**src/design/rdos_pkg.sv**
```systemverilog
// Shared types, codes and helpers for the relocation directory overlap scan.
package rdos_pkg;

    localparam int TypeShift  = 12;
    localparam int OffsetBits = 12;
    localparam int HeaderBytes = 8;

    typedef enum logic [2:0] {
        ST_OK        = 3'd0,
        ST_CLEAN     = 3'd1,
        ST_BAD_DIR   = 3'd2,
        ST_TRUNC     = 3'd3,
        ST_BAD_BLOCK = 3'd4,
        ST_BAD_TYPE  = 3'd5,
        ST_OVERLAP   = 3'd6
    } status_t;

    typedef enum logic [2:0] {
        PH_PAGE_LO = 3'd0,
        PH_PAGE_HI = 3'd1,
        PH_SIZE_LO = 3'd2,
        PH_SIZE_HI = 3'd3,
        PH_ENTRIES = 3'd4
    } phase_t;

    typedef enum logic [1:0] {
        REG_SAMPLE_START  = 2'd0,
        REG_SAMPLE_LENGTH = 2'd1,
        REG_DIR_ADDRESS   = 2'd2,
        REG_DIR_BYTES     = 2'd3
    } reg_index_t;

    typedef struct packed {
        phase_t      phase;
        logic [31:0] page_address;
        logic [31:0] block_left;
        logic [31:0] bytes_consumed;
        status_t     final_status;
        logic        finished;
    } scan_state_t;

    typedef struct packed {
        logic [31:0] sample_start;
        logic [31:0] sample_length;
        logic [31:0] directory_address;
        logic [31:0] directory_bytes;
    } cfg_t;

    typedef struct packed {
        status_t     status;
        logic        done_res;
        logic [32:0] hit_address;
    } result_t;

    typedef struct packed {
        logic       supported;
        logic [3:0] width;
    } type_info_t;

    // byte width covered by a relocation entry type
    function automatic type_info_t type_info(input logic [3:0] kind);
        type_info_t ti;
        ti = '{supported: 1'b1, width: 4'd0};
        case (kind)
            4'd0:       ti.width = 4'd0;
            4'd1, 4'd2: ti.width = 4'd2;
            4'd3:       ti.width = 4'd4;
            4'd10:      ti.width = 4'd8;
            default:    ti.supported = 1'b0;
        endcase
        return ti;
    endfunction

endpackage

```
**src/design/rdos_step.sv**
```systemverilog
// Next-state and result logic for one directory halfword.
module rdos_step (
    input  logic [15:0]          half_word,
    input  logic                 first,
    input  rdos_pkg::scan_state_t cur,
    input  rdos_pkg::cfg_t        cfg,
    output rdos_pkg::scan_state_t nxt,
    output rdos_pkg::result_t     res
);
    import rdos_pkg::*;

    always_comb
    begin
        scan_state_t st;
        type_info_t  ti;
        logic [31:0] avail;
        logic [31:0] size;
        logic [31:0] bc_new;
        logic [31:0] bl_new;
        logic [32:0] addr;
        logic [33:0] addr_end;
        logic [32:0] range_end;
        logic        hitting;
        logic [32:0] hit;

        st = cur;
        if (first)
        begin
            st = '{phase: PH_PAGE_LO, page_address: '0, block_left: '0,
                   bytes_consumed: '0, final_status: ST_OK, finished: 1'b0};
        end

        avail     = cfg.directory_bytes - st.bytes_consumed;
        size      = {half_word, st.block_left[15:0]};
        ti        = type_info(half_word[15:TypeShift]);
        addr      = {1'b0, st.page_address} + {21'd0, half_word[OffsetBits-1:0]};
        addr_end  = {1'b0, addr} + {30'd0, ti.width};
        range_end = {1'b0, cfg.sample_start} + {1'b0, cfg.sample_length};
        bc_new    = '0;
        bl_new    = '0;
        hitting   = 1'b0;
        hit       = '0;

        if (!st.finished)
        begin
            case (st.phase)
                PH_PAGE_LO:
                begin
                    if (st.bytes_consumed == '0 &&
                        (cfg.directory_address == '0 || cfg.directory_bytes < HeaderBytes))
                    begin
                        st.finished     = 1'b1;
                        st.final_status = (cfg.directory_bytes == '0 &&
                                           cfg.directory_address == '0) ? ST_CLEAN : ST_BAD_DIR;
                    end
                    else if (st.bytes_consumed > cfg.directory_bytes || avail < HeaderBytes)
                    begin
                        st.finished     = 1'b1;
                        st.final_status = ST_TRUNC;
                    end
                    else
                    begin
                        st.page_address = {16'd0, half_word};
                        st.phase        = PH_PAGE_HI;
                    end
                end
                PH_PAGE_HI:
                begin
                    st.page_address = {half_word, st.page_address[15:0]};
                    st.phase        = PH_SIZE_LO;
                end
                PH_SIZE_LO:
                begin
                    st.block_left = {16'd0, half_word};
                    st.phase      = PH_SIZE_HI;
                end
                PH_SIZE_HI:
                begin
                    if (size < HeaderBytes || st.bytes_consumed > cfg.directory_bytes ||
                        size > avail || size[0])
                    begin
                        st.finished     = 1'b1;
                        st.final_status = ST_BAD_BLOCK;
                    end
                    else
                    begin
                        bc_new            = st.bytes_consumed + 32'd8;
                        st.block_left     = size - 32'd8;
                        st.bytes_consumed = bc_new;
                        st.phase          = PH_ENTRIES;
                        if (size == 32'd8)
                        begin
                            // empty block ends on its last header halfword
                            st.phase = PH_PAGE_LO;
                            if (bc_new == cfg.directory_bytes)
                            begin
                                st.finished     = 1'b1;
                                st.final_status = ST_CLEAN;
                            end
                        end
                    end
                end
                default:
                begin
                    bl_new            = st.block_left - 32'd2;
                    bc_new            = st.bytes_consumed + 32'd2;
                    st.block_left     = bl_new;
                    st.bytes_consumed = bc_new;
                    if (!ti.supported)
                    begin
                        st.finished     = 1'b1;
                        st.final_status = ST_BAD_TYPE;
                    end
                    else
                    begin
                        if (ti.width != 4'd0 &&
                            {2'b00, cfg.sample_start} < addr_end && addr < range_end)
                        begin
                            hitting         = 1'b1;
                            hit             = addr;
                            st.finished     = 1'b1;
                            st.final_status = ST_OVERLAP;
                        end
                        if (!hitting && bl_new == '0)
                        begin
                            st.phase = PH_PAGE_LO;
                            if (bc_new == cfg.directory_bytes)
                            begin
                                st.finished     = 1'b1;
                                st.final_status = ST_CLEAN;
                            end
                        end
                    end
                end
            endcase
        end

        nxt = st;
        res = '{status: st.final_status, done_res: st.finished, hit_address: hit};
    end

endmodule

```
**src/design/reloc_directory_overlap_scan.sv**
```systemverilog
// A halfword is held in the input register, then its result is registered for the ports.
// Throughput: one halfword per cycle unless a result is held; state updates with the result.
// A held result stalls the input register, which then stalls the input.
// Reset clears the parser state, configuration registers and valid flags.
// No clearing pass: items are taken from the first cycle after reset.
// Top level: relocation directory overlap scan.
module reloc_directory_overlap_scan (
    input  logic        clk,
    input  logic        rst_n,
    input  logic        in_valid,
    output logic        in_stall,
    input  logic [15:0] half_word,
    input  logic        first,
    output logic        out_valid,
    input  logic        out_stall,
    output logic [2:0]  status,
    output logic        done_res,
    output logic [32:0] hit_address,
    input  logic        cfg_valid,
    output logic        cfg_ready,
    input  logic [1:0]  cfg_index,
    input  logic [31:0] cfg_data
);
    import rdos_pkg::*;

    logic        s1_valid_reg, s1_valid_next;
    logic [15:0] s1_half_reg;
    logic        s1_first_reg;
    logic        res_valid_reg, res_valid_next;
    result_t     res_reg;
    scan_state_t state_reg, state_next;
    cfg_t        cfg_reg;
    result_t     step_res;
    logic        advance, accept;

    assign advance  = !res_valid_reg || !out_stall;
    assign in_stall = s1_valid_reg && !advance;
    assign accept   = in_valid && !in_stall;
    assign cfg_ready = 1'b1;

    assign s1_valid_next  = accept ? 1'b1 : (advance ? 1'b0 : s1_valid_reg);
    assign res_valid_next = advance ? s1_valid_reg : res_valid_reg;

    rdos_step u_step (
        .half_word (s1_half_reg),
        .first     (s1_first_reg),
        .cur       (state_reg),
        .cfg       (cfg_reg),
        .nxt       (state_next),
        .res       (step_res)
    );

    always_ff @(posedge clk or negedge rst_n)
    begin
        if (!rst_n)
        begin
            s1_valid_reg  <= 1'b0;
            res_valid_reg <= 1'b0;
            state_reg     <= '{phase: PH_PAGE_LO, page_address: '0, block_left: '0,
                               bytes_consumed: '0, final_status: ST_OK, finished: 1'b0};
            cfg_reg       <= '0;
        end
        else
        begin
            s1_valid_reg  <= s1_valid_next;
            res_valid_reg <= res_valid_next;
            if (s1_valid_reg && advance)
            begin
                state_reg <= state_next;
            end
            if (cfg_valid && cfg_ready)
            begin
                case (reg_index_t'(cfg_index))
                    REG_SAMPLE_START:  cfg_reg.sample_start      <= cfg_data;
                    REG_SAMPLE_LENGTH: cfg_reg.sample_length     <= cfg_data;
                    REG_DIR_ADDRESS:   cfg_reg.directory_address <= cfg_data;
                    REG_DIR_BYTES:     cfg_reg.directory_bytes   <= cfg_data;
                    default: ;
                endcase
            end
        end
    end

    // payload registers
    always_ff @(posedge clk)
    begin
        if (accept)
        begin
            s1_half_reg  <= half_word;
            s1_first_reg <= first;
        end
        if (s1_valid_reg && advance)
        begin
            res_reg <= step_res;
        end
    end

    assign out_valid   = res_valid_reg;
    assign status      = res_reg.status;
    assign done_res    = res_reg.done_res;
    assign hit_address = res_reg.hit_address;

endmodule

```
**config.mk**
```make
export PLATFORM = sky130hd
export DESIGN_NAME = reloc_directory_overlap_scan
export DESIGN_NICKNAME = d
export VERILOG_FILES = /design/src/design/rdos_pkg.sv /design/src/design/rdos_step.sv /design/src/design/reloc_directory_overlap_scan.sv
export SDC_FILE = /design/constraint.sdc
export NUM_CORES = 1
export LEC_CHECK = 0
export BUFFER_PORTS_ARGS = -buffer_cell sky130_fd_sc_hd__buf_2
export CAP_MARGIN = 15
export CORE_UTILIZATION = 25
export CTS_BUF_LIST = sky130_fd_sc_hd__clkbuf_8
export DETAILED_ROUTE_END_ITERATION = 7
export PLACE_DENSITY_LB_ADDON = 0.25
export SYNTH_ARGS = -nofsm -noshare
export SYNTH_HDL_FRONTEND = slang
export SYNTH_SLANG_ARGS = --single-unit
```
**constraint.sdc**
```tcl
create_clock -name clk -period 9.4 [get_ports clk]
set_clock_uncertainty 0.2 [all_clocks]
set_input_delay 2.35 -clock clk [delete_from_list [all_inputs] [get_ports clk]]
set_output_delay 2.35 -clock clk [all_outputs]
set_load 0.03 [all_outputs]
```
# == After elaboration in Yosys (flattened, before gate mapping) ==
# Index checks and enable logic that the tools add are counted.
# op_classes
add_sub_neg,8
magnitude_cmp,7
n_eq_ne,13
n_mux,32
bitwise_logic,2
reduce_logical,39
# op_table
operator,count
103-bit 2-to-1 mux,2
32-bit zero test,4
32-bit one-hot mux with 2 select lines,2
"32-bit by 4-bit less-than comparator with 1-bit output, second input constant",3
32-bit one-hot mux with 3 select lines,1
35-bit 2-to-1 mux,2
32-bit equality test,2
32-bit greater-than comparator,2
64-bit 2-to-1 mux,1
4-bit 2-to-1 mux,9
33-bit by 4-bit adder with 34-bit output,1
32-bit by 34-bit less-than comparator with 1-bit output,1
32-bit by 12-bit adder with 33-bit output,1
32-bit by 32-bit adder with 33-bit output,1
33-bit less-than comparator,1
"32-bit by 2-bit adder with 32-bit output, second input constant",1
"32-bit by 4-bit adder with 32-bit output, second input constant",1
"32-bit by 4-bit equality test with 1-bit output, second input constant",1
"32-bit by 2-bit subtractor with 32-bit output, second input constant",1
32-bit subtractor,1
"32-bit by 4-bit subtractor with 32-bit output, second input constant",1
4-bit one-hot mux with 3 select lines,2
3-bit 2-to-1 mux,4
3-bit one-hot mux with 4 select lines,1
24 further kinds,55
# totals
reg_bits,287
input_bits,56
wordCells,118

# == Depth between registers and ports, before layout ==
# depth
word_depth,17
ltp_mapped,39
depth_no_buf,30

# == Cells and area by module ==
# Synthesis repeated with hierarchy kept, for this count alone.
# hier_totals
cells_unflattened,2945
area_unflattened_um2,25602.1
# by_module_without_submodules
module,instances,cells_each,area_each_um2,seq_area_each_um2
rdos_step,1,2392,15302.2,0.0
reloc_directory_overlap_scan,1,553,10299.9,7452.1

# == Worst setup path after synthesis ==
# No wires, ideal clock.
# synth_timing
kind,register to register
start,register s1_first_reg
end,register state_reg[100] in the netlist's numbering
setup_time_ns,0.067
t_arrival_ns,7.415
required_time_ns,9.133
slack_ns,1.718
stages_incl_launch_ff,38
synth_period_minus_slack_ns,7.682
cell_sequence,edfxtp_1 > buf_6 > buf_6 > buf_2 > buf_2 > buf_2 > buf_1 > buf_2 > buf_2 > buf_2 > buf_1 > nor2b_1 > ha_1 > clkbuf_1 > and3_1 > o211ai_1 > and2_1 > or2_4 > (+2 left out) > a22oi_4 > nand4_4 > nor4_1 > nand3_1 > xor2_1 > ha_1 > a21o_1 > a21o_1 > a21oi_1 > nand2_1 > a21o_1 > a21oi_1 > a41oi_1 > and2_1 > nand3_1 > o21ai_2 > o31ai_2 > a22o_1
# synth_via
elab_chain_cells,16
elab_cells_between_ends,37
cone_classes,add/sub: 4; order compare: 6; eq/ne: 3; mux: 12; reduce/logical: 12
# synth_lines
element,line_no,source
from (decl),reloc_directory_overlap_scan.sv:28,logic s1_first_reg;
from (signal assigned),reloc_directory_overlap_scan.sv:90,s1_first_reg <= first;
103-bit 2-to-1 mux (*),rdos_step.sv:27,if (first)
32-bit by 12-bit adder with 33-bit output,rdos_step.sv:36,"addr = {1'b0, st.page_address} + {21'd0, half_word[OffsetBits-1:0]};"
33-bit by 4-bit adder with 34-bit output,rdos_step.sv:37,"addr_end = {1'b0, addr} + {30'd0, ti.width};"
32-bit by 34-bit less-than comparator with 1-bit output,rdos_step.sv:117,"{2'b00, cfg.sample_start} < addr_end && addr < range_end)"
1-bit logical AND,rdos_step.sv:116,if (ti.width != 4'd0 &&
1-bit logical AND,rdos_step.sv:117,
1-bit 2-to-1 mux,rdos_step.sv:116,
1-bit 2-to-1 mux,rdos_step.sv:109,if (!ti.supported)
1-bit 2-to-1 mux,rdos_step.sv:46,case (st.phase)
1-bit 2-to-1 mux,rdos_step.sv:44,if (!st.finished)
1-bit zero test,rdos_step.sv:124,if (!hitting && bl_new == '0)
1-bit logical AND,rdos_step.sv:124,
3-bit 2-to-1 mux,rdos_step.sv:124,
3-bit 2-to-1 mux,rdos_step.sv:109,
3-bit one-hot mux with 4 select lines,rdos_step.sv:46,
103-bit 2-to-1 mux (*),rdos_step.sv:44,
to (signal assigned),reloc_directory_overlap_scan.sv:59,"state_reg <= '{phase: PH_PAGE_LO, page_address: '0, block_left: '0,"
to (signal assigned),reloc_directory_overlap_scan.sv:69,state_reg <= state_next;
to (decl),reloc_directory_overlap_scan.sv:31,"scan_state_t state_reg, state_next;"
# Mark *: on every way between the ends. The rest lies on a longest branch, timed or not. The select of a mux whose other input is x is not followed.
# A chain may end at the register's enable or synchronous reset.

==> impl_metrics.tcl <==
set metrics [dict create \
    path_clk_slew_ns 0.06 \
    crit_buf_inv 2 \
    critPathArrivalTime_ns 7.83 \
    grt_max_degree 105 \
    post-place-ws_ns 1.77 \
    initial_utilization_pct 25.4 \
    globalRouteOverflowTotal 0 \
    rsz0062_at_grt "no" \
    nets 3131 \
    syn_area_sq_um 24600 \
    yosysUniqueCellTypes 117 \
    core_sq_um 97100 \
    design_area_sq_um 27600 \
    leakagePower_uw 0.0110 \
    grt_pass1_vias 22130 \
    place.gp.congestion 0.955 \
    status "finished clean" \
    finalCriticalPeriod_ns 7.61 \
    powerDensity_nw_per_um2 234 \
    cp_max_fo 32 \
    grt_pass1_wl_um 146000 \
    worst_setup_path_end_kind "flop" \
    antenna_found_initial 6 \
    ir_worst_vdd_uv 122 \
    dr.pass1.iters 7 \
    yosysMostFrequentCell "dfrtp_1" \
    synthArstFlopShare_pct 81.2 \
    fp-row-count 114 \
    synthesis.nets 3079 \
    synthCells 2846 \
    design.die.area_sq_um 99800 \
    cts-resized-gates 0 \
    port_buffers 94 \
    regArea_sq_um 7450 \
    synthTopCellsByCount "dfrtp_1 (233), nand2_1 (230), nor2_1 (230)" \
    critPathSlowestCell "a2111oi_0" \
    power_uw 6470 \
    drt_wl_total_um 97400 \
    insertion_delay_ns 0.70 \
    synth_top_area_share_pct 23.7 \
    max_slew_margin_pct 23.0 \
    wl_per_cell_um 23.1 \
    final_cell_count_no_fill 4220 \
    cts_setup_buffers 0 \
    setup_ws_ns 1.79 \
    grt_use_total_pct 19.2 \
    hold_viol_final 0 \
    cts_inserted_buffers 57 \
    cts-root-buf "clkbuf_8" \
    yosys_warnings 0 \
    drt-initial-drc-count 2130 \
    fmax_mhz 131 \
    largest_reg_flops 128 \
    worst_slew_pin_slew_ns 1.14 \
    clockBufferDepth 3 \
    ctsHtreeMaxLevel 2 \
    multi_input_area_sq_um 16100 \
    cts_sinks 287 \
    period_share_pct 80.9 \
    syn2layout_area_growth_pct 12.2 \
    worstSetupStartpointType "flop" \
    synth-seq-cells 287 \
    max_stage_delay_ns 0.68 \
    yosys-top-cells-area "dfrtp_1 (24%), ha_1 (8.8%), edfxtp_1 (6.6%)" \
    syn_area_per_cell_sq_um 8.66 \
    ios 96 \
    die-width_um 316 \
    finalMaxSlewViolations 0 \
    yosys.area.top_type "dfrtp_1" \
    crit_type "reg2reg" \
    setup_viol 0 \
    num_vias 22955 \
    worstPathRequired_ns 9.62 \
    fillers 10452 \
    synth_edf_count 54 \
    via_per_inst 5.44 \
    tns_ns 0 \
    dpl.hpwl_um 73600 \
    ant_nets 0 \
    place_area_sq_um 26500 \
    min_path_type "reg2reg" \
    chipHeight_um 316 \
    tritoncts "yes" \
    drc 0 \
    synth_seq_area_share_pct 30.2 \
    drv_cap 0 \
    drive_above_1_share_pct 15.4 \
    dp_cells 4115 \
    cts_hold_buf 0 \
    synth_ff_type "dfrtp_1" \
    cp_top_family "simple AND/OR/NAND/NOR gates" \
]
[placed cells by master (no fill, tap or decap), types with 25 or more instances in the layout]
master    instances
dfrtp_1         233
nand2_1         230
nor2_1          228
a21oi_1         191
ha_1            174
o21ai_0         146
mux2_2          133
xnor2_1         132
inv_1           119
buf_2            93
nand3_1          88
nor3_1           84
xor2_1           79
clkbuf_8         67
nor4_1           61
nand4_1          60
a21o_1           57
edfxtp_1         54
buf_4            53
nor2b_1          50
a22o_1           42
nand2b_1         40
a31oi_1          34
o22ai_1          26
o21a_1           25
[stage by stage]
| stage | utilization (%) | hold WS (ns) |
|---|---|---|
| 2_1_floorplan | - | 0.245 |
| 3_3_place_gp | 27.3 | 0.268 |
| 3_5_place_dp | 27.3 | 0.271 |
| 4_1_cts | 28.5 | 0.287 |
| 5_1_grt | 28.5 | 0.315 |
| 6_report | 28.5 | 0.287 |
[final timing paths]
kind                                     startpoint                 endpoint  slack, ns  cells past startpoint
setup / recovery             s1_first_reg$_DFFE_PP_      status[1]$_DFFE_PP_       1.79                     27
hold / removal             s1_valid_reg$_DFFE_PN0P_    out_valid$_DFFE_PN0N_       0.29                      1
setup reg to reg             s1_first_reg$_DFFE_PP_      status[1]$_DFFE_PP_       1.79                     27
hold reg to reg            s1_valid_reg$_DFFE_PN0P_    out_valid$_DFFE_PN0N_       0.29                      1
max in group asynchronous                     rst_n  cfg_reg[73]$_DFFE_PN0P_       6.28                      2
min in group asynchronous                     rst_n    out_valid$_DFFE_PN0N_       1.48                      1
[cells by family (layout without fill, tap and decap cells)]
group / count (synthesis) / in the layout / synth area share, %
other: 1 / 3 / 0.0152
multiplexers: 141 / 141 / 6.40
AO/OA/AOI/OAI: 754 / 754 / 20.6
adder cells (fa/ha/maj): 179 / 179 / 9.16
buffers and inverters: 260 / 356 / 4.39
XOR/XNOR: 213 / 213 / 7.63
AND/OR/NAND/NOR: 1011 / 1011 / 21.5
flip-flops: 287 / 287 / 30.2
[report_power, final]
| group | switching [uW] | internal (uW) |
|---|---|---|
| clock network | 629 | 707 |
| logic | 1970 | 1250 |
| registers | 396 | 1520 |
[worst reg2reg max path, delay by kind of cell, from the launching register on]
kind	cells	cell delay, ns
AOI/OAI and AO/OA	6	1.80
xor gates and xnor gates	2	0.26
adders and majority gates	4	1.39
buffers and inverters	2	0.43
DFF	1	0.53
and+or+nand+nor	13	2.71
[final cells by class]
type                       instances  area share, %
inverter                         105           1.43
clock buffer                      67           3.34
clock inverter                    36          0.837
timing repair buffer             148           3.25
tap                             1276           5.77
antenna                            2         0.0181
multi-input combinational       2299           58.4
sequential                       287           27.0
[layer usage]
layer  track usage [%]  part of all wire [%]  up-vias
met4              5.35                   2.7        2
met1              27.7                    47    11254
met2              29.9                    44      870
met5                 0                 0.012        -
li1                  -                     -    10698
met3              2.41                   6.5      131
Note: power is estimated with default switching activity, not from simulation.
